--- config.mk ---
export PLATFORM = sky130hd
export DESIGN_NAME = bbd_front
export DESIGN_NICKNAME = d
export VERILOG_FILES = /design/src/rtl/core/bbd_pkg.sv /design/src/rtl/core/bbd_front.sv
export SDC_FILE = /design/constraint.sdc
export NUM_CORES = 1
export LEC_CHECK = 0
export BUFFER_PORTS_ARGS = -buffer_cell sky130_fd_sc_hd__buf_2
export CORE_MARGIN = 5
export CORE_UTILIZATION = 55
export DETAILED_ROUTE_END_ITERATION = 6
export GPL_TIMING_DRIVEN = 0
export PLACE_DENSITY_LB_ADDON = 0.1
export REMOVE_ABC_BUFFERS = 1
export SYNTH_ARGS = -nofsm -noshare
export SYNTH_HDL_FRONTEND = slang
export SYNTH_SLANG_ARGS = --single-unit
--- constraint.sdc ---
create_clock -name clk -period 13.1 [get_ports clk]
set_input_delay 3.275 -clock clk [delete_from_list [all_inputs] [get_ports clk]]
set_output_delay 3.275 -clock clk [all_outputs]
set_load 0.05 [all_outputs]
--- src/rtl/core/bbd_pkg.sv ---
`timescale 1ns / 1ps
package bbd_pkg;

  localparam logic REQ_PIXEL = 1'b0;
  localparam logic REQ_DRAIN = 1'b1;

  localparam int CFG_DATA_W = 16;
  localparam int CFG_IDX_W  = 2;
  localparam logic [CFG_IDX_W-1:0] CFG_FRAME_WIDTH  = 2'd0;
  localparam logic [CFG_IDX_W-1:0] CFG_FRAME_HEIGHT = 2'd1;
  localparam logic [CFG_IDX_W-1:0] CFG_BAYER_PAT    = 2'd2;
  localparam logic [CFG_IDX_W-1:0] CFG_BYPASS       = 2'd3;

  localparam logic [1:0] PAT_RGGB = 2'd0;
  localparam logic [1:0] PAT_GBRG = 2'd3;

  localparam logic [12:0] RESET_WIDTH  = 13'd640;
  localparam logic [15:0] RESET_HEIGHT = 16'd480;

  // floor(x/3) == (x*683)>>11 for every x up to 765.
  localparam logic [9:0] RECIP3 = 10'd683;

  typedef struct packed {
    logic       req_type;
    logic [7:0] raw_pixel;
  } pix_in_t;

  typedef struct packed {
    logic [7:0] red;
    logic [7:0] green;
    logic [7:0] blue;
    logic       end_of_line;
    logic       end_of_frame;
  } pix_out_t;

  typedef struct packed {
    logic sample;    // carries a real sample that updates the line stores
    logic produce;   // an output pixel is formed for this transaction
    logic edge_col;  // the pixel is the last of its line, taken before the shift
    logic lf;
    logic rt;
    logic up;
    logic dn;
    logic ox_odd;
    logic oy_odd;
    logic eol;
    logic eof;
  } cmd_flags_t;

  function automatic logic [7:0] avg_div(input logic [9:0] sum, input logic [2:0] cnt);
    logic [19:0] prod;
    logic [7:0]  res;
    prod = sum * RECIP3;
    case (cnt)
      3'd1:    res = sum[7:0];
      3'd2:    res = sum[8:1];
      3'd3:    res = prod[18:11];
      3'd4:    res = sum[9:2];
      default: res = 8'd0;
    endcase
    return res;
  endfunction

endpackage

--- src/rtl/core/bbd_front.sv ---
`timescale 1ns / 1ps
module bbd_front #(
  parameter int MAX_WIDTH = 4096
) (
  input  logic                 clk,
  input  logic                 rst,
  input  logic                 accept,
  input  bbd_pkg::pix_in_t     in_data,
  input  logic [12:0]          frame_width,
  input  logic [15:0]          frame_height,
  input  logic                 restart,
  output logic                 push,
  output bbd_pkg::cmd_flags_t  flags,
  output logic [7:0]           pix,
  output logic [$clog2(MAX_WIDTH)-1:0] ix
);
  import bbd_pkg::*;

  localparam int CW = $clog2(MAX_WIDTH);
  localparam int WW = $clog2(MAX_WIDTH + 1);
  localparam int PW = $clog2(MAX_WIDTH + 2);
  localparam int RW = 17;

  logic [CW-1:0] col, col_next, cx;
  logic [RW-1:0] row, row_next, cy, h;
  logic [PW-1:0] pend, pend_next;
  logic [31:0]   fw32, w32;
  logic [WW-1:0] w, w_m1, cxw;
  logic          is_px, renew, first_col, inner, last_px, wrap;

  always_comb begin
    fw32 = 32'(frame_width);
    if (fw32 == 32'd0) begin
      w32 = 32'd1;
    end else if (fw32 > 32'(MAX_WIDTH)) begin
      w32 = 32'(MAX_WIDTH);
    end else begin
      w32 = fw32;
    end
    w    = w32[WW-1:0];
    w_m1 = w - WW'(1);
    h    = (frame_height == 16'd0) ? RW'(1) : RW'(frame_height);

    is_px = (in_data.req_type == REQ_PIXEL);
    renew = (pend != '0) || (row >= h) || (WW'(col) >= w);
    cx    = (is_px && renew) ? '0 : col;
    cy    = (is_px && renew) ? '0 : row;
    cxw   = WW'(cx);

    push = accept && (is_px || (pend != '0));

    first_col = (cx == '0) && (cy >= RW'(2));
    inner     = (cx != '0) && (cy >= RW'(1));

    flags.sample   = is_px;
    flags.produce  = first_col || inner;
    flags.edge_col = first_col;
    flags.lf       = first_col ? (w >= WW'(2)) : (cx >= CW'(2));
    flags.rt       = first_col ? 1'b0 : (cxw < w);
    flags.up       = first_col ? (cy >= RW'(3)) : (cy >= RW'(2));
    flags.dn       = first_col ? ((cy - RW'(1)) < h) : (cy < h);
    flags.ox_odd   = first_col ? w_m1[0] : ~cx[0];
    flags.oy_odd   = first_col ? cy[0] : ~cy[0];
    flags.eol      = first_col;
    flags.eof      = first_col && (cy == h + RW'(1));

    pix = is_px ? in_data.raw_pixel : 8'd0;
    ix  = cx;

    last_px = (cxw == w_m1) && (cy == h - RW'(1));
    wrap    = (cxw + WW'(1)) >= w;

    col_next  = col;
    row_next  = row;
    pend_next = pend;
    if (is_px) begin
      pend_next = '0;
      if (last_px) begin
        col_next  = '0;
        row_next  = h;
        pend_next = PW'(w) + PW'(1);
      end else if (wrap) begin
        col_next = '0;
        row_next = cy + RW'(1);
      end else begin
        col_next = cx + CW'(1);
        row_next = cy;
      end
    end else begin
      pend_next = pend - PW'(1);
      if (pend_next == '0) begin
        col_next = '0;
        row_next = '0;
      end else if (wrap) begin
        col_next = '0;
        row_next = cy + RW'(1);
      end else begin
        col_next = cx + CW'(1);
      end
    end
  end

  always_ff @(posedge clk) begin
    if (rst || restart) begin
      col  <= '0;
      row  <= '0;
      pend <= '0;
    end else if (push) begin
      col  <= col_next;
      row  <= row_next;
      pend <= pend_next;
    end
  end

endmodule

### Word-level counts from Yosys, hierarchy flattened

Index checks and enable logic that the tools add are counted.

| storage, ports and cells | value |
|---|---|
| register bits | 42 |
| input bits | 42 |
| output and inout port bits | 32 |

| operators by class | value |
|---|---|
| eq/ne operators | 4 |
| $add $sub $neg | 9 |
| order comparisons | 12 |
| reductions and logical operators | 18 |
| mux-type cells | 23 |
| bitwise operators | 3 |

Operator list:

| operator | number |
|---|---|
| two-way mux 17 bit | 6 |
| two-way mux 12 bit | 5 |
| two-way mux 13 bit | 4 |
| == test 17 bit | 2 |
| >= comparator 17 x 2 -> 1 bit, second input constant | 2 |
| < comparator 17 x 16 -> 1 bit | 2 |
| zero test 13 bit | 2 |
| subtractor 13 x 1 -> 13 bit, second input constant | 2 |
| adder 16 x 1 -> 17 bit, second input constant | 1 |
| adder 17 x 1 -> 17 bit, second input constant | 1 |
| >= comparator 17 x 1 -> 1 bit, second input constant | 1 |
| >= comparator 17 x 16 -> 1 bit | 1 |
| subtractor 16 x 1 -> 17 bit, second input constant | 1 |
| subtractor 17 x 1 -> 17 bit, second input constant | 1 |
| zero test 16 bit | 1 |
| two-way mux 16 bit | 1 |
| adder 12 x 1 -> 13 bit, second input constant | 1 |
| adder 13 x 1 -> 13 bit, second input constant | 1 |
| == test 12 x 13 -> 1 bit | 1 |
| >= comparator 12 x 13 -> 1 bit | 1 |
| >= comparator 13 bit | 1 |
| >= comparator 13 x 2 -> 1 bit, second input constant | 1 |
| > comparator 13 bit, second input constant | 1 |
| < comparator 12 x 13 -> 1 bit | 1 |
| other kinds (12) | 28 |

### Logic depth before layout (Yosys ltp)

| logic depth | value |
|---|---|
| depth in word-level cells | 12 |
| gate-level depth with buffers | 35 |

### Worst setup path after synthesis

Ideal clock, no wire load.

| timing | value |
|---|---|
| kind | input to output |
| start | in frame_width[4] |
| end | out flags[6] in the netlist's numbering |
| arrival time | 10.158 ns |
| buffers on the path | 5 |
| data required time | 9.825 ns |
| slack | -0.333 ns |
| cell stages on the path | 27 |
| cell sequence | clkbuf_1 nor4_2 nand4_1 a21oi_1 ha_1 nand2b_1 a21oi_1 o311ai_1 nand3_1 o31ai_2 clkbuf_1 clkbuf_1 clkbuf_1 clkbuf_1 and2_1 ha_1 nor2b_1 o21a_1 o21a_1 o21a_1 o21a_1 o21a_1 o21a_1 o21ai_0 a21oi_1 or3_1 a21oi_1 |

RTL lines:

| element | line | RTL |
|---|---|---|
| from (decl) | bbd_front.sv:9 | `input logic [12:0] frame_width,` |
| to (decl) | bbd_front.sv:13 | `output bbd_pkg::cmd_flags_t flags,` |

==> metrics <==
Required @ worst endpoint=roughly 10000 ps; Peak VDD IR=between 0.06 and 0.07 mV; initial core utilization=55.4%; Util after Layout=approximately three fifths; Gate power share=about half; setup violators final=0; Post-Route WL=31300 um; vias=9873; fin crit period=12820 ps; CP endpoint kind=primary output; Worst Clk Skew=a little under 7 ps; chip width=136 um; post-detail-place hpwl=23500 um; Final Hold Fails=0; reg-to-reg critical path startpoint=row[14]$_SDFFE_PP0P_; Static Leak=3.91 nW; dpl cell area=between 9000 and 10000 um2; cts bufs inserted=5; vias in the first global route=8884; drt drc=0; Setup TNS=0 ps; setup ws final=281 ps; switching share of power=46.3%; critical path type=input port to primary output; largest net degree at the start of global routing=59; Fmax=0.0780 GHz; synth unique cells=87; Data arrival, critical path=9540 ps; Hold Path Origin=pend[8]$_SDFFE_PP0P_; worst-skew pair later-pin latency=between 300 and 400 ps; yosys synthesis warning count=0; fraction of layout cells with a size suffix above 1=between 9 and 10%; CTS tree=built; Core Region=~16000 um2; first-pass GRT wire length=between 40000 and 50000 um; RePlAce Congestion=between 1 and 1.5; Tcrit/Tclk final=97.9%; Clock Path Buffers=2; ys async rst share=0%; initial DRC count=about 1200; hold slack final=~490 ps; initial antenna violation count=0; Worst Tran Pin Value=roughly 1400 ps; global route overflow=0; Synth Flop Type=dfxtp_1; proportion of power drawn by flip-flops and latches=a little under a quarter; Top Ports=between 70 and 80; Clock power frac=between 20% and 30%; outcome=finished, final reports clean; Hold Crit Class=flip-flop to flip-flop; PwrDens=between 60 and 70 nW/um2; delay of the slowest critical-path stage=approximately 530 ps; First-pass DRT Iterations=6; port bufs=73; Max Cap Viol=0; RSZ-0062 raised after global routing=false; clock root cell=clkbuf_16; Die Y=between 100 and 150 um; WL per Instance=between 20 and 25 um; antenna fix cells=0; Worst setup startpoint=frame_width[1]; Slew Limit Fails=0; post-route ant nets=0; Mapped Area=around 8700 um2; maximum fanout along the worst path=19; relative slew slack=between 4 and 5%; sequential share of the synthesized area=about a tenth; DIE AREA=around 18000 um2; Post-synth EDFFs=0; area delta synth->final=6.56%; slowest CP cell=nor4_1; worst slack at placement=-442 ps; Avg Inst Size Synth=~7 um2; H-tree Lvls=2; Clock Sinks=42; drt via density=around 6.7; standard-cell row count=46; Int Pwr=0.000319 W; switching pwr=roughly 0.00028 W; crit path launch type=input port; Clock transition at path regs=70 ps; #FFs+latches synth=42; cell count after synthesis=between 1000 and 1500; Final nets=1403; gr usage total=roughly 33%; Final Cell Area=about 9200 um2
[cell type report]
type                            count  area [um2]
Multi-Input combinational cell   1078        7290
Clock inverter                      2        37.5
Clock buffer                        6         129
Tap cell                          216         270
Sequential cell                    42         841
Fill cell                        1615        6410
Timing Repair Buffer               79         465
Inverter                           58         218
[Yosys cell counts (4+ instances only)]
cell type	number	area [um2]
and4_1	8	70.1
o21ai_1	5	25.0
a211oi_1	5	37.5
or4_1	13	97.6
mux2i_1	13	130
nand2_1	127	477
dfxtp_1	42	841
a31oi_1	15	93.8
nand4_1	27	169
nor4_1	25	156
o31ai_1	9	67.6
o2111ai_1	8	70.1
o22ai_1	10	62.6
o21ai_0	72	360
nor3_1	44	220
a22oi_1	5	37.5
and3_1	15	93.8
and2_1	20	125
or3_1	12	75.1
nor2_1	114	428
nor4bb_1	5	50.1
inv_1	58	218
nand2b_1	13	81.3
o211ai_1	10	75.1
a22o_1	17	149
o21a_1	21	158
clkbuf_1	68	255
a21oi_1	73	365
nor4b_1	10	87.6
ha_1	97	1210
a32o_1	4	40.0
buf_1	10	37.5
xnor2_1	56	490
nand3b_1	7	52.6
a311o_1	4	40.0
nand3_1	60	300
buf_2	6	30.0
buf_4	6	45.0
a21o_1	19	143
o31a_1	5	43.8
nor2b_1	23	144
nor3b_1	5	37.5
xor2_1	32	280
or2_2	5	31.3
[per-stage QoR]
| step | power (W) | std cells |
|---|---|---|
| CTS | 0.000588 | 1481 |
| detailed placement | 0.000435 | 1472 |
| global route | 0.000625 | 1481 |
| floorplan | 0.000336 | 1178 |
| global placement | 0.000421 | 1467 |
| finish | 0.000594 | 1481 |
[layer usage]
metal  vias up  global-route usage [%]  wire length, um
met5         -                       0                0
met4         0                    9.74              950
met3        88                    8.06             3800
met2       601                    50.5            13400
met1      4528                    47.1            13100
li1       4656                       -                -
[layout by cell type, fill, tap and decap left out, types with 7 or more instances in the layout]
| cell type | n |
|---|---|
| o2111ai_1 | 8 |
| a21o_1 | 19 |
| and3_1 | 15 |
| nor4_1 | 24 |
| nand4_1 | 27 |
| nor2b_1 | 23 |
| nand3_1 | 60 |
| or3_1 | 12 |
| o21ai_0 | 72 |
| xor2_1 | 32 |
| ha_1 | 96 |
| mux2i_1 | 13 |
| a22o_1 | 17 |
| nor2_1 | 114 |
| and2_1 | 20 |
| o21a_1 | 21 |
| buf_2 | 73 |
| or4_1 | 13 |
| o31ai_1 | 9 |
| o211ai_1 | 10 |
| nand2b_1 | 13 |
| inv_1 | 58 |
| o22ai_1 | 10 |
| dfxtp_1 | 42 |
| nand3b_1 | 7 |
| xnor2_1 | 56 |
| nand2_1 | 127 |
| nor4b_1 | 9 |
| and4_1 | 8 |
| nor3_1 | 44 |
| a31oi_1 | 13 |
| a21oi_1 | 71 |
[path summary, 6_finish.rpt]
kind / slack, ps / end / depth (start not counted)
worst max-delay path: 280 / flags[4] / 27
worst min-delay path: 490 / pend[8]$_SDFFE_PP0P_ / 2
worst max register to register: 5370 / row[12]$_SDFFE_PP0P_ / 23
worst min register to register: 490 / pend[8]$_SDFFE_PP0P_ / 2
[state kept, by name (all words and copies together) (netlist names)]
signal and count:
col 12, pend 13, row 17
[critical path, delay by kind of cell]
family	cells	cell delay [ps]
simple gates	8	1740
fa+ha+maj	3	910
buf+inv	4	680
compound gates	12	2920
[power groups by stage]
| stage | Sequential, W | Combinational, W | Clock (W) |
|---|---|---|---|
| 3_5_place_dp | 0.000142 | 0.000293 | 0 |
| 3_3_place_gp | 0.000142 | 0.000280 | 0 |
| 5_1_grt | 0.000140 | 0.000328 | 0.000157 |
| 6_report | 0.000139 | 0.000302 | 0.000154 |
| 4_1_cts | 0.000139 | 0.000295 | 0.000154 |
| 2_1_floorplan | 0.000138 | 0.000198 | 0 |
[timing repair]
item                                   in CTS  in global routing
hold buffers                                0                  0
setup endpoints to repair                   1                  2
resized for setup                           1                  2
endpoints found under the hold margin       0                  0
pin swaps                                   1                  0
buffers inserted                            1                  0
[logic make-up (layout without fill, tap and decap cells)]
family	Yosys count	count (layout)	synth area share, %
AND/OR/NAND/NOR	552	552	33.2
flip-flops	42	42	9.69
AO/OA/AOI/OAI	326	326	25.3
XOR/XNOR	88	88	8.88
multiplexers	15	15	1.76
buffers and inverters	152	145	7.19
adder cells (fa/ha/maj)	97	97	14.0
(Power assumes the default switching activity.)
