$ cat src/rtl/core/bbd_queue.sv
`timescale 1ns / 1ps
module bbd_queue #(
  parameter int WIDTH = 16,
  parameter int DEPTH = 4
) (
  input  logic             clk,
  input  logic             rst,
  input  logic             push,
  input  logic [WIDTH-1:0] push_data,
  input  logic             pop,
  output logic [WIDTH-1:0] pop_data,
  output logic             not_empty,
  output logic             full
);
  localparam int AW = $clog2(DEPTH);
  localparam int NW = $clog2(DEPTH + 1);

  logic [WIDTH-1:0] slots [DEPTH];
  logic [AW-1:0]    wr_ptr, rd_ptr;
  logic [NW-1:0]    count;

  assign not_empty = (count != '0);
  assign full      = (count == NW'(DEPTH));
  assign pop_data  = slots[rd_ptr];

  always_ff @(posedge clk) begin
    if (rst) begin
      wr_ptr <= '0;
      rd_ptr <= '0;
      count  <= '0;
    end else begin
      if (push) begin
        wr_ptr <= (wr_ptr == AW'(DEPTH - 1)) ? '0 : wr_ptr + AW'(1);
      end
      if (pop) begin
        rd_ptr <= (rd_ptr == AW'(DEPTH - 1)) ? '0 : rd_ptr + AW'(1);
      end
      if (push && !pop) begin
        count <= count + NW'(1);
      end else if (pop && !push) begin
        count <= count - NW'(1);
      end
    end
  end

  always_ff @(posedge clk) begin
    if (push) begin
      slots[wr_ptr] <= push_data;
    end
  end

endmodule

$ cat config.mk
export PLATFORM = sky130hd
export DESIGN_NAME = bbd_queue
export DESIGN_NICKNAME = d
export VERILOG_FILES = /design/src/rtl/core/bbd_queue.sv
export SDC_FILE = /design/constraint.sdc
export NUM_CORES = 1
export LEC_CHECK = 0
export BUFFER_PORTS_ARGS = -buffer_cell sky130_fd_sc_hd__buf_2
export CAP_MARGIN = 15
export CORE_UTILIZATION = 30
export CTS_BUF_LIST = sky130_fd_sc_hd__clkbuf_16
export DETAILED_ROUTE_END_ITERATION = 10
export GPL_TIMING_DRIVEN = 0
export MAX_ROUTING_LAYER = met4
export PLACE_DENSITY = 0.55
export SYNTH_ARGS = -nofsm -noshare
export SYNTH_HDL_FRONTEND = slang
export SYNTH_SLANG_ARGS = --single-unit
$ cat constraint.sdc
create_clock -name clk -period 1.4 [get_ports clk]
set_clock_uncertainty 0.05 [all_clocks]
set_input_delay 0.21 -clock clk [delete_from_list [all_inputs] [get_ports clk]]
set_output_delay 0.21 -clock clk [all_outputs]
set_load 0.01 [all_outputs]
Word-level counts from Yosys, hierarchy flattened
Memory sizes are Yosys's and may differ from the RTL's. A register that Yosys moved wholly into a read port is not among the register bits.
Cells that the tools add are included.

storage, ports and cells
  register bits = 7
  bits in writable memories = 64
  memories = 1

operators by class
  add/sub/neg operators = 4
  equal/unequal tests = 3
  multiplexer cells = 8
  reductions and logical operators = 6

memories
  memory  depth  bits a word  rd ports  clocked after memory_dff  write ports  RTL line  RTL
  slots   4      16           1         1                         1            18        logic [WIDTH-1:0] slots [DEPTH];

operators by type and width
  cell                   number
  $mux W2                4
  $mux W3                2
  $add A2 B1 Y2 const B  2
  $eq A2 B2 Y1 const B   2
  $add A3 B1 Y3 const B  1
  $eq A3 B3 Y1 const B   1
  $reduce_bool A3 Y1     1
  $sub A3 B1 Y3 const B  1
  $logic_and A1 B1 Y1    2
  $logic_not A1 Y1       2
  $mux W1                2
  $reduce_bool A2 Y1     1

Logic depth before layout (Yosys ltp)
Gate-level depths: netlist of the first run.

  depth after elaboration = 4
  mapped depth = 7

Worst setup path after synthesis of the first run
OpenSTA, ideal clock, no wires.

  path kind = input-to-reg
  start point = input port pop
  end point = register count[2]
  setup time = 0.070 ns
  arrival time = 1.402 ns
  data required time = 1.280 ns
  setup slack = -0.122 ns
  cell stages on the path = 7
  path buffers = 0
  cell sequence = inv_1 -> ha_1 -> inv_1 -> fa_1 -> xor2_1 -> or3_1 -> a21oi_1

between the ends
  cells in the longest elaborated chain, start to end = 3
  elaborated cells between the ends (all ways) = 5
  those cells by class = 1 x mux; 4 x reduce/logical

ends and longest elaborated chain
  element                                               RTL line  RTL
  start, declared                                       10        input logic pop,
  $logic_not A1 Y1                                      38        if (push && !pop) begin
  $logic_and A1 B1 Y1                                   38
  $mux W3 / $reduce_bool A2 Y1 (equally long branches)  n/a
  end signal, assigned                                  39        count <= count + NW'(1);
  end signal, assigned                                  41        count <= count - NW'(1);
  end, declared                                         20        logic [NW-1:0] count;

Parallel ways exist; a longest one is shown, timed or not.
A chain may end at the register's enable or synchronous reset.

==> results.yml, run 1 <==
outcome:
  status: "complete, but fails checks"
  failed_checks: "DRC, setup timing"
finish:
  fin_util: 0.407
  final_common_cell: "edfxtp_1"
  mostFrequentLayoutCells: "edfxtp_1, buf_2, mux4_2"
  antenna_cells: 0
  syn2layout_area_growth_pct: 29.2
  final_area_um2: 3600
  final_nets: 207
  layout-drive-gt1-share: 0.470
  final_cells: 293
  fillCellCount: 797
drt:
  dr.first_iter.drc_count: 33
  firstDrtPassIters: 9
  ant_nets: 0
  via_count: 1301
  drcViolationCount: 3
  routedWlPerCell_um: 16.2
  viasPerCell: 4.44
  postRouteWirelength_mm: 4.74
power:
  p_per_area_nw_per_um2: 1580
  peakVddDrop_mv: 0.662
  p_leak_nw: 1.29
  total_power_mw: 5.70
placed_design:
  place_inst: 273
  hpwlAfterDp_mm: 2.91
  dpl_worst_slack_ns: -0.346
  io_buffers: 37
  finalWeightedCongestion: 0.655
  placed_area_um2: 3130
synthesis:
  yosysSeqAreaShare: 0.754
  synth_cells: 128
  syn-num-nets: 155
  syn_area_um2: 2790
  yosysWarnings: 0
  synth_cell_type_count: 18
  syn_area_per_cell_um2: 21.8
  synth-seq-cells: 73
die:
  pin_count: 38
  die_x_um: 98.4
  design.core.area_um2: 8850
  fp.dieArea_um2: 9680
  start_util: 0.315
  rows: 34
  dieHeight_um: 98.4
sta:
  fmax_mhz: 541
  layout_min_cycle_time_ns: 1.85
  setup_viol: 17
  final.setup.tns_ns: -6.75
  tightest_slew_ns: 0.275
  rsz0062_at_grt: "true"
  relSlewSlack: 0.816
  worst_slack_ns: -0.448
  worst_hold_slack_ns: 0.0511
  slew_violations: 0
  final_hold_viol_count: 0
  period_share: 1.32
global_route:
  use_met3: 0.0515
  grt_max_degree: 17
  overflow: 0
  grt.total_usage: 0.115
  grt.busiest_layer: "met2"
  grt_pass1_vias: 1452
  use_met2: 0.176
  antenna_found_initial: 0
  grt_pass1_wl_mm: 7.74
  grt_use_met1: 0.133
worst_setup_path:
  required_ns: 1.14
  reg2reg_depth: 4
  criticalPathCategory: "reg -> out"
  cp_max_fo: 5
  arrival_ns: 1.59
  worstSetupEndpointType: "output port"
  timing.critical_path.from_type: "flip-flop"
clock_tree:
  cts.sinks: 73
  cts_max_path_buffers: 2
  htreeDepth: 3
  cts_made_buffers: 9
  clock_latency_ns: 0.32
  cts_root_buf: "clkbuf_16"
  clk_pin_slew_worst_paths_ns: 0.06
  cts_tree: "yes"
  hold_buffers: 0
hold_path:
  hold-path-cell-count: 1
  hold_path.class: "in -> reg"
job:
  max_cap_viol_count: 0
synthesized netlist by cell type:
| cell type | n | area (um^2) |
|---|---|---|
| mux4_1 | 6 | 158 |
| or3_1 | 2 | 12.5 |
| fa_1 | 1 | 20.0 |
| buf_12 | 1 | 20.0 |
| mux2i_1 | 4 | 40.0 |
| inv_1 | 4 | 15.0 |
| ha_1 | 6 | 75.1 |
| buf_6 | 1 | 11.3 |
| edfxtp_1 | 64 | 1920 |
| o21ai_0 | 1 | 5.00 |
| xor2_1 | 2 | 17.5 |
| dfxtp_1 | 9 | 180 |
| nor2_1 | 7 | 26.3 |
| buf_2 | 2 | 10.0 |
| a21oi_1 | 2 | 10.0 |
| and2_1 | 4 | 25.0 |
| nor3b_1 | 2 | 15.0 |
| mux4_2 | 10 | 225 |
routing by layer:
| metal | up-vias | part of all wire | wire (um) |
|---|---|---|---|
| met5 | - | 0 | 0 |
| met4 | 0 | 0.014 | 67 |
| met3 | 8 | 0.057 | 268 |
| met2 | 32 | 0.48 | 2280 |
| met1 | 645 | 0.45 | 2120 |
| li1 | 616 | - | - |
logic make-up after synthesis:
kind of cell             Yosys count  synth area share
flip-flops                        73             0.754
multiplexers                      20             0.152
adder cells (fa/ha/maj)            7            0.0341
XOR/XNOR                           2           0.00628
AO/OA/AOI/OAI                      3           0.00538
AND/OR/NAND/NOR                   15            0.0283
buffers and inverters              8            0.0202
report_power, final:
part / internal [mW] / leakage [nW] / switching, mW
Combinational: 0.311 / 0.460 / 0.261
Clock: 1.74 / 0.167 / 0.857
Sequential: 2.49 / 0.663 / 0.0440
worst paths after layout:
path                             to             startpoint  slack [ns]
max                     pop_data[2]              flip-flop       -0.45
min          slots[1][15]$_DFFE_PP_          push_data[15]        0.05
max reg2reg   count[2]$_SDFFE_PP0P_  count[0]$_SDFFE_PP0P_        0.01
min reg2reg   count[2]$_SDFFE_PP0P_  count[2]$_SDFFE_PP0P_        0.45
cell type report:
class / count / area, um^2 / area share
buffer: 4 / 47.5 / 0.0132
inverter: 4 / 17.5 / 0.00486
multi-input combinational: 47 / 632 / 0.175
clock inverter: 7 / 119 / 0.0330
timing repair buffer: 41 / 318 / 0.0882
clock buffer: 9 / 225 / 0.0625
sequential: 73 / 2110 / 0.585
tap: 108 / 135 / 0.0375
flip-flops by register name, summed over array words and instances, names as in the netlist, named ones only:
register / flops
slots: 64
rd_ptr: 2
count: 3
wr_ptr: 2
worst max-delay path: stages, from the launching register on:
cell and delay, ns:
dfxtp_2 0.33, buf_8 0.14, buf_12 0.13, mux4_2 0.52
buf_6 0.14
timing repair:
| action | CTS | global route |
|---|---|---|
| buffers inserted | 3 | 0 |
| endpoints found under the setup margin | 82 | 18 |
| gates resized for setup | 31 | 4 |
| gates cloned | 1 | 0 |
| pin swaps | 3 | 1 |
(Power assumes the default switching activity.)
==> run 2: changes to the inputs <==
--- a/config.mk
+++ b/config.mk
@@ -13,6 +13,7 @@
 export GPL_TIMING_DRIVEN = 0
 export MAX_ROUTING_LAYER = met4
 export PLACE_DENSITY = 0.55
+export RECOVER_POWER = 25
 export SYNTH_ARGS = -nofsm -noshare
 export SYNTH_HDL_FRONTEND = slang
 export SYNTH_SLANG_ARGS = --single-unit
==> results.yml, run 2 (same netlist as run 1, synthesis figures left out) <==
clock_tree:
  clock_latency_ns: 0.32
  cts.sinks: 73
  hold_buffers: 0
  htreeDepth: 3
  cts_made_buffers: 9
  cts_max_path_buffers: 2
  clk_pin_slew_worst_paths_ns: 0.06
  cts_root_buf: "clkbuf_16"
  cts_tree: "yes"
worst_setup_path:
  arrival_ns: 1.59
  path_cells: "buf_8 -> buf_12 -> mux4_2 -> buf_6"
  criticalPathCategory: "reg -> out"
  reg2reg_depth: 4
  timing.critical_path.from_type: "flip-flop"
  cp_max_fo: 5
  required_ns: 1.14
  crit_cells: 4
  crit_slowest_cell: "mux4_2"
  path_buf_inv: 3
  worstSetupEndpointType: "output port"
  cp_slowest_stage_delay_ns: 0.52
  critical-path-top-delay-family: "multiplexers"
global_route:
  grt.total_usage: 0.115
  grt_pass1_vias: 1452
  grt_pass1_wl_mm: 7.74
  antenna_found_initial: 0
  grt_max_degree: 17
  overflow: 0
die:
  fp.dieArea_um2: 9680
  design.core.area_um2: 8850
  start_util: 0.315
  pin_count: 38
  die_x_um: 98.4
  dieHeight_um: 98.4
  rows: 34
placed_design:
  io_buffers: 37
  finalWeightedCongestion: 0.655
  hpwlAfterDp_mm: 2.91
  dpl_worst_slack_ns: -0.346
sta:
  slew_violations: 0
  rsz0062_at_grt: "true"
  final.setup.tns_ns: -6.73
  period_share: 1.32
  layout_min_cycle_time_ns: 1.85
  setup_viol: 17
  final_hold_viol_count: 0
  relSlewSlack: 0.820
  tightest_slew_ns: 0.270
  worst_slack_ns: -0.446
  fmax_mhz: 542
finish:
  fillCellCount: 800
  antenna_cells: 0
  largest_register: "slots"
  largest_register_ffs: 64
  layout-drive-gt1-share: 0.422
  reg_top3: "slots: 64 flops, count: 3 flops"
  syn2layout_area_growth_pct: 28.8
  final_common_cell: "edfxtp_1"
  mostFrequentLayoutCells: "edfxtp_1, buf_2, mux4_2"
  final_nets: 207
drt:
  dr.first_iter.drc_count: 31
  viasPerCell: 4.46
  routedWlPerCell_um: 16.1
  drcViolationCount: 3
  firstDrtPassIters: 9
  via_count: 1306
  ant_nets: 0
  postRouteWirelength_mm: 4.71
power:
  p_leak_nw: 1.27
  p_per_area_nw_per_um2: 1590
  peakVddDrop_mv: 0.660
outcome:
  status: "complete, but fails checks"
  failed_checks: "DRC, setup timing"
hold_path:
  hold_path.class: "in -> reg"
  hold-path-cell-count: 1
job:
  max_cap_viol_count: 0
## run 2: changes by cell type in the layout (fill, tap and decap cells not counted), sizes merged
cell and delta:
buf -9, clkbuf +9
## run 2: worst paths after layout
kind / startpoint / endpoint / slack (ns)
max: flip-flop / pop_data[2] / -0.45
min: push_data[14] / slots[2][14]$_DFFE_PP_ / 0.06
max reg2reg: count[0]$_SDFFE_PP0P_ / count[2]$_SDFFE_PP0P_ / 0.01
min reg2reg: count[2]$_SDFFE_PP0P_ / count[2]$_SDFFE_PP0P_ / 0.45
## run 2: per-layer routing
metal,track usage,vias to the layer above,part of all wire
met5,-,-,0
met4,0.0448,0,0.014
met3,0.0515,8,0.058
met2,0.176,32,0.48
met1,0.133,650,0.44
li1,-,616,-
## run 2: worst reg2reg max path: cells and delay by family (launching register included)
kind            cells  cell delay [ns]
xor+xnor            1             0.15
simple gates        1             0.31
fa+ha+maj           1             0.35
compound gates      1             0.12
flops               1             0.36
## run 2: timing repair
item	4_1_cts	5_1_grt
cloned	1	0
buffers inserted	3	0
endpoints found under the setup margin	82	18
gates resized for setup	31	4
pin swaps	3	1
## run 2: layout make-up
class / count / area [um^2] / area share
clock buffer: 9 / 225 / 0.0627
inverter: 4 / 17.5 / 0.00488
clock inverter: 7 / 119 / 0.0331
tap: 108 / 135 / 0.0376
sequential: 73 / 2110 / 0.587
buffer: 4 / 47.5 / 0.0132
timing repair buffer: 41 / 307 / 0.0854
multi-input combinational: 47 / 632 / 0.176
## run 2: report_power, final
| part | switching (mW) | internal (mW) | total (mW) | leakage (nW) |
|---|---|---|---|---|
| Sequential | 0.0441 | 2.49 | 2.53 | 0.663 |
| Combinational | 0.261 | 0.307 | 0.568 | 0.435 |
| Clock | 0.851 | 1.74 | 2.59 | 0.167 |
## run 2: through the flow
step                      total power, mW  std cells  area, um^2  hold WS [ns]   util
final                                5.69        293        3590        0.0553  0.406
after global routing                 5.91        293        3590        0.0557  0.406
after CTS                            5.76        293        3580        0.0389  0.404
after detailed placement             3.05        273        3130         0.385  0.353
after global placement               3.04        273        3130         0.377  0.353
after floorplan                      2.86        128        2810         0.229      -
==> run 3: changes to the inputs <==
--- a/config.mk
+++ b/config.mk
@@ -7,13 +7,12 @@
 export LEC_CHECK = 0
 export BUFFER_PORTS_ARGS = -buffer_cell sky130_fd_sc_hd__buf_2
 export CAP_MARGIN = 15
-export CORE_UTILIZATION = 30
+export CORE_UTILIZATION = 51
 export CTS_BUF_LIST = sky130_fd_sc_hd__clkbuf_16
 export DETAILED_ROUTE_END_ITERATION = 10
 export GPL_TIMING_DRIVEN = 0
 export MAX_ROUTING_LAYER = met4
-export PLACE_DENSITY = 0.55
-export RECOVER_POWER = 25
+export PLACE_DENSITY = 0.81
 export SYNTH_ARGS = -nofsm -noshare
 export SYNTH_HDL_FRONTEND = slang
 export SYNTH_SLANG_ARGS = --single-unit
==> results.yml, run 3 (same netlist as run 1, synthesis figures left out) <==
worst_setup_path:
  worstSetupEndpointType: "output port"
  required_ns: 1.14
  arrival_ns: 1.57
  timing.critical_path.from_type: "flip-flop"
  criticalPathCategory: "reg -> out"
  cp_max_fo: 5
finish:
  largest_register_ffs: 64
  fillCellCount: 336
  syn2layout_area_growth_pct: 23.9
  layout-drive-gt1-share: 0.454
  mostFrequentLayoutCells: "edfxtp_1, buf_2, mux4_2"
  final_nets: 207
  antenna_cells: 0
  reg_top3: "slots: 64 flops, count: 3 flops"
  final_common_cell: "edfxtp_1"
  fin_util: 0.668
  largest_register: "slots"
clock_tree:
  cts_tree: "yes"
  clock_latency_ns: 0.32
  cts_root_buf: "clkbuf_16"
  cts_max_path_buffers: 2
  cts.sinks: 73
  clk_pin_slew_worst_paths_ns: 0.05
  htreeDepth: 3
  hold_buffers: 0
  cts_made_buffers: 9
job:
  max_cap_viol_count: 0
power:
  p_switching_mw: 1.06
  clkPwrFrac: 0.378
  p_per_area_nw_per_um2: 1460
  p_leak_nw: 1.26
  intPower_mw: 3.97
  peakVddDrop_mv: 0.905
  total_power_mw: 5.03
  comb_power_share: 0.117
  sw_frac_of_total: 0.211
  seqPwrFrac: 0.505
sta:
  final_hold_viol_count: 0
  slew_violations: 0
  rsz0062_at_grt: "true"
  worst_slack_ns: -0.428
  fmax_mhz: 547
  setup_viol: 18
  layout_min_cycle_time_ns: 1.83
  tightest_slew_ns: 0.257
  period_share: 1.31
  relSlewSlack: 0.828
global_route:
  grt_max_degree: 17
  grt.total_usage: 0.184
  overflow: 0
  antenna_found_initial: 0
  grt_pass1_vias: 1479
  grt_pass1_wl_mm: 7.27
placed_design:
  io_buffers: 37
  hpwlAfterDp_mm: 2.97
  finalWeightedCongestion: 0.677
drt:
  dr.first_iter.drc_count: 73
  routedWlPerCell_um: 18.4
  viasPerCell: 5.24
  ant_nets: 0
  via_count: 1335
  postRouteWirelength_mm: 4.70
  firstDrtPassIters: 4
  drcViolationCount: 0
die:
  pin_count: 38
  dieHeight_um: 75.9
  design.core.area_um2: 5170
  die_x_um: 75.9
  rows: 26
  start_util: 0.539
  fp.dieArea_um2: 5770
outcome:
  failed_checks: "setup timing"
  status: "complete, but fails checks"
hold_path:
  hold_path.class: "in -> reg"
## run 3: cell count changes in the layout (fill, tap and decap cells not counted), sizes merged
cell,change
clkbuf,-9
bufinv,-3
inv,+3
clkinvlp,-1
buf,+9
clkinv,+1
## run 3: worst paths after layout
kind | from | to | slack [ns] | cells after the start
max | flip-flop | pop_data[9] | -0.43 | 4
min reg2reg | count[0]$_SDFFE_PP0P_ | count[0]$_SDFFE_PP0P_ | 0.49 | 2
min | push_data[9] | slots[0][9]$_DFFE_PP_ | 0.05 | 1
max reg2reg | count[0]$_SDFFE_PP0P_ | count[2]$_SDFFE_PP0P_ | -0.07 | 4
## run 3: worst max-delay path: stages (launching register included)
cell and delay (ns):
dfxtp_2 0.32, buf_6 0.14, buf_8 0.13, mux4_2 0.51, buf_6 0.14
## run 3: layout make-up
| cell class | count | area, um^2 | area share |
|---|---|---|---|
| timing repair buffer | 41 | 305 | 0.0884 |
| clock inverter | 7 | 27.5 | 0.00797 |
| sequential | 73 | 2110 | 0.611 |
| buffer | 4 | 43.8 | 0.0127 |
| tap | 70 | 87.6 | 0.0254 |
| clock buffer | 9 | 225 | 0.0652 |
| multi-input combinational | 47 | 637 | 0.184 |
| inverter | 4 | 17.5 | 0.00507 |
## run 3: through the flow
step | area [um^2] | worst slack, ns | std cells | hold WS (ns) | TNS, ns
global route | 3450 | -0.470 | 255 | 0.0493 | -7.48
floorplan | 2810 | -0.0358 | 128 | 0.229 | -0.0358
global placement | 3080 | -0.244 | 235 | 0.370 | -12.59
finish | 3450 | -0.428 | 255 | 0.0513 | -6.72
CTS | 3410 | -0.459 | 254 | 0.0398 | -7.03
detailed placement | 3080 | -0.301 | 235 | 0.377 | -15.39
## run 3: per-layer routing
layer	GRT usage	share of wire	vias up
met5	-	0	-
met4	0.0865	0.0055	0
met3	0.0542	0.043	4
met2	0.312	0.55	33
met1	0.198	0.40	684
li1	-	-	614
## run 3: power groups by stage
stage	logic, mW	clock network (mW)	registers (mW)
5_1_grt	0.635	2.02	2.55
6_report	0.589	1.90	2.54
2_1_floorplan	0.298	0	2.56
3_3_place_gp	0.448	0	2.57
4_1_cts	0.553	1.94	2.54
3_5_place_dp	0.478	0	2.58
## run 3: timing repair
| action | CTS | global route |
|---|---|---|
| resized for setup | 24 | 9 |
| setup buffers | 2 | 1 |
| pin swaps | 1 | 0 |
| cloned | 1 | 0 |
| setup endpoints to repair | 82 | 34 |
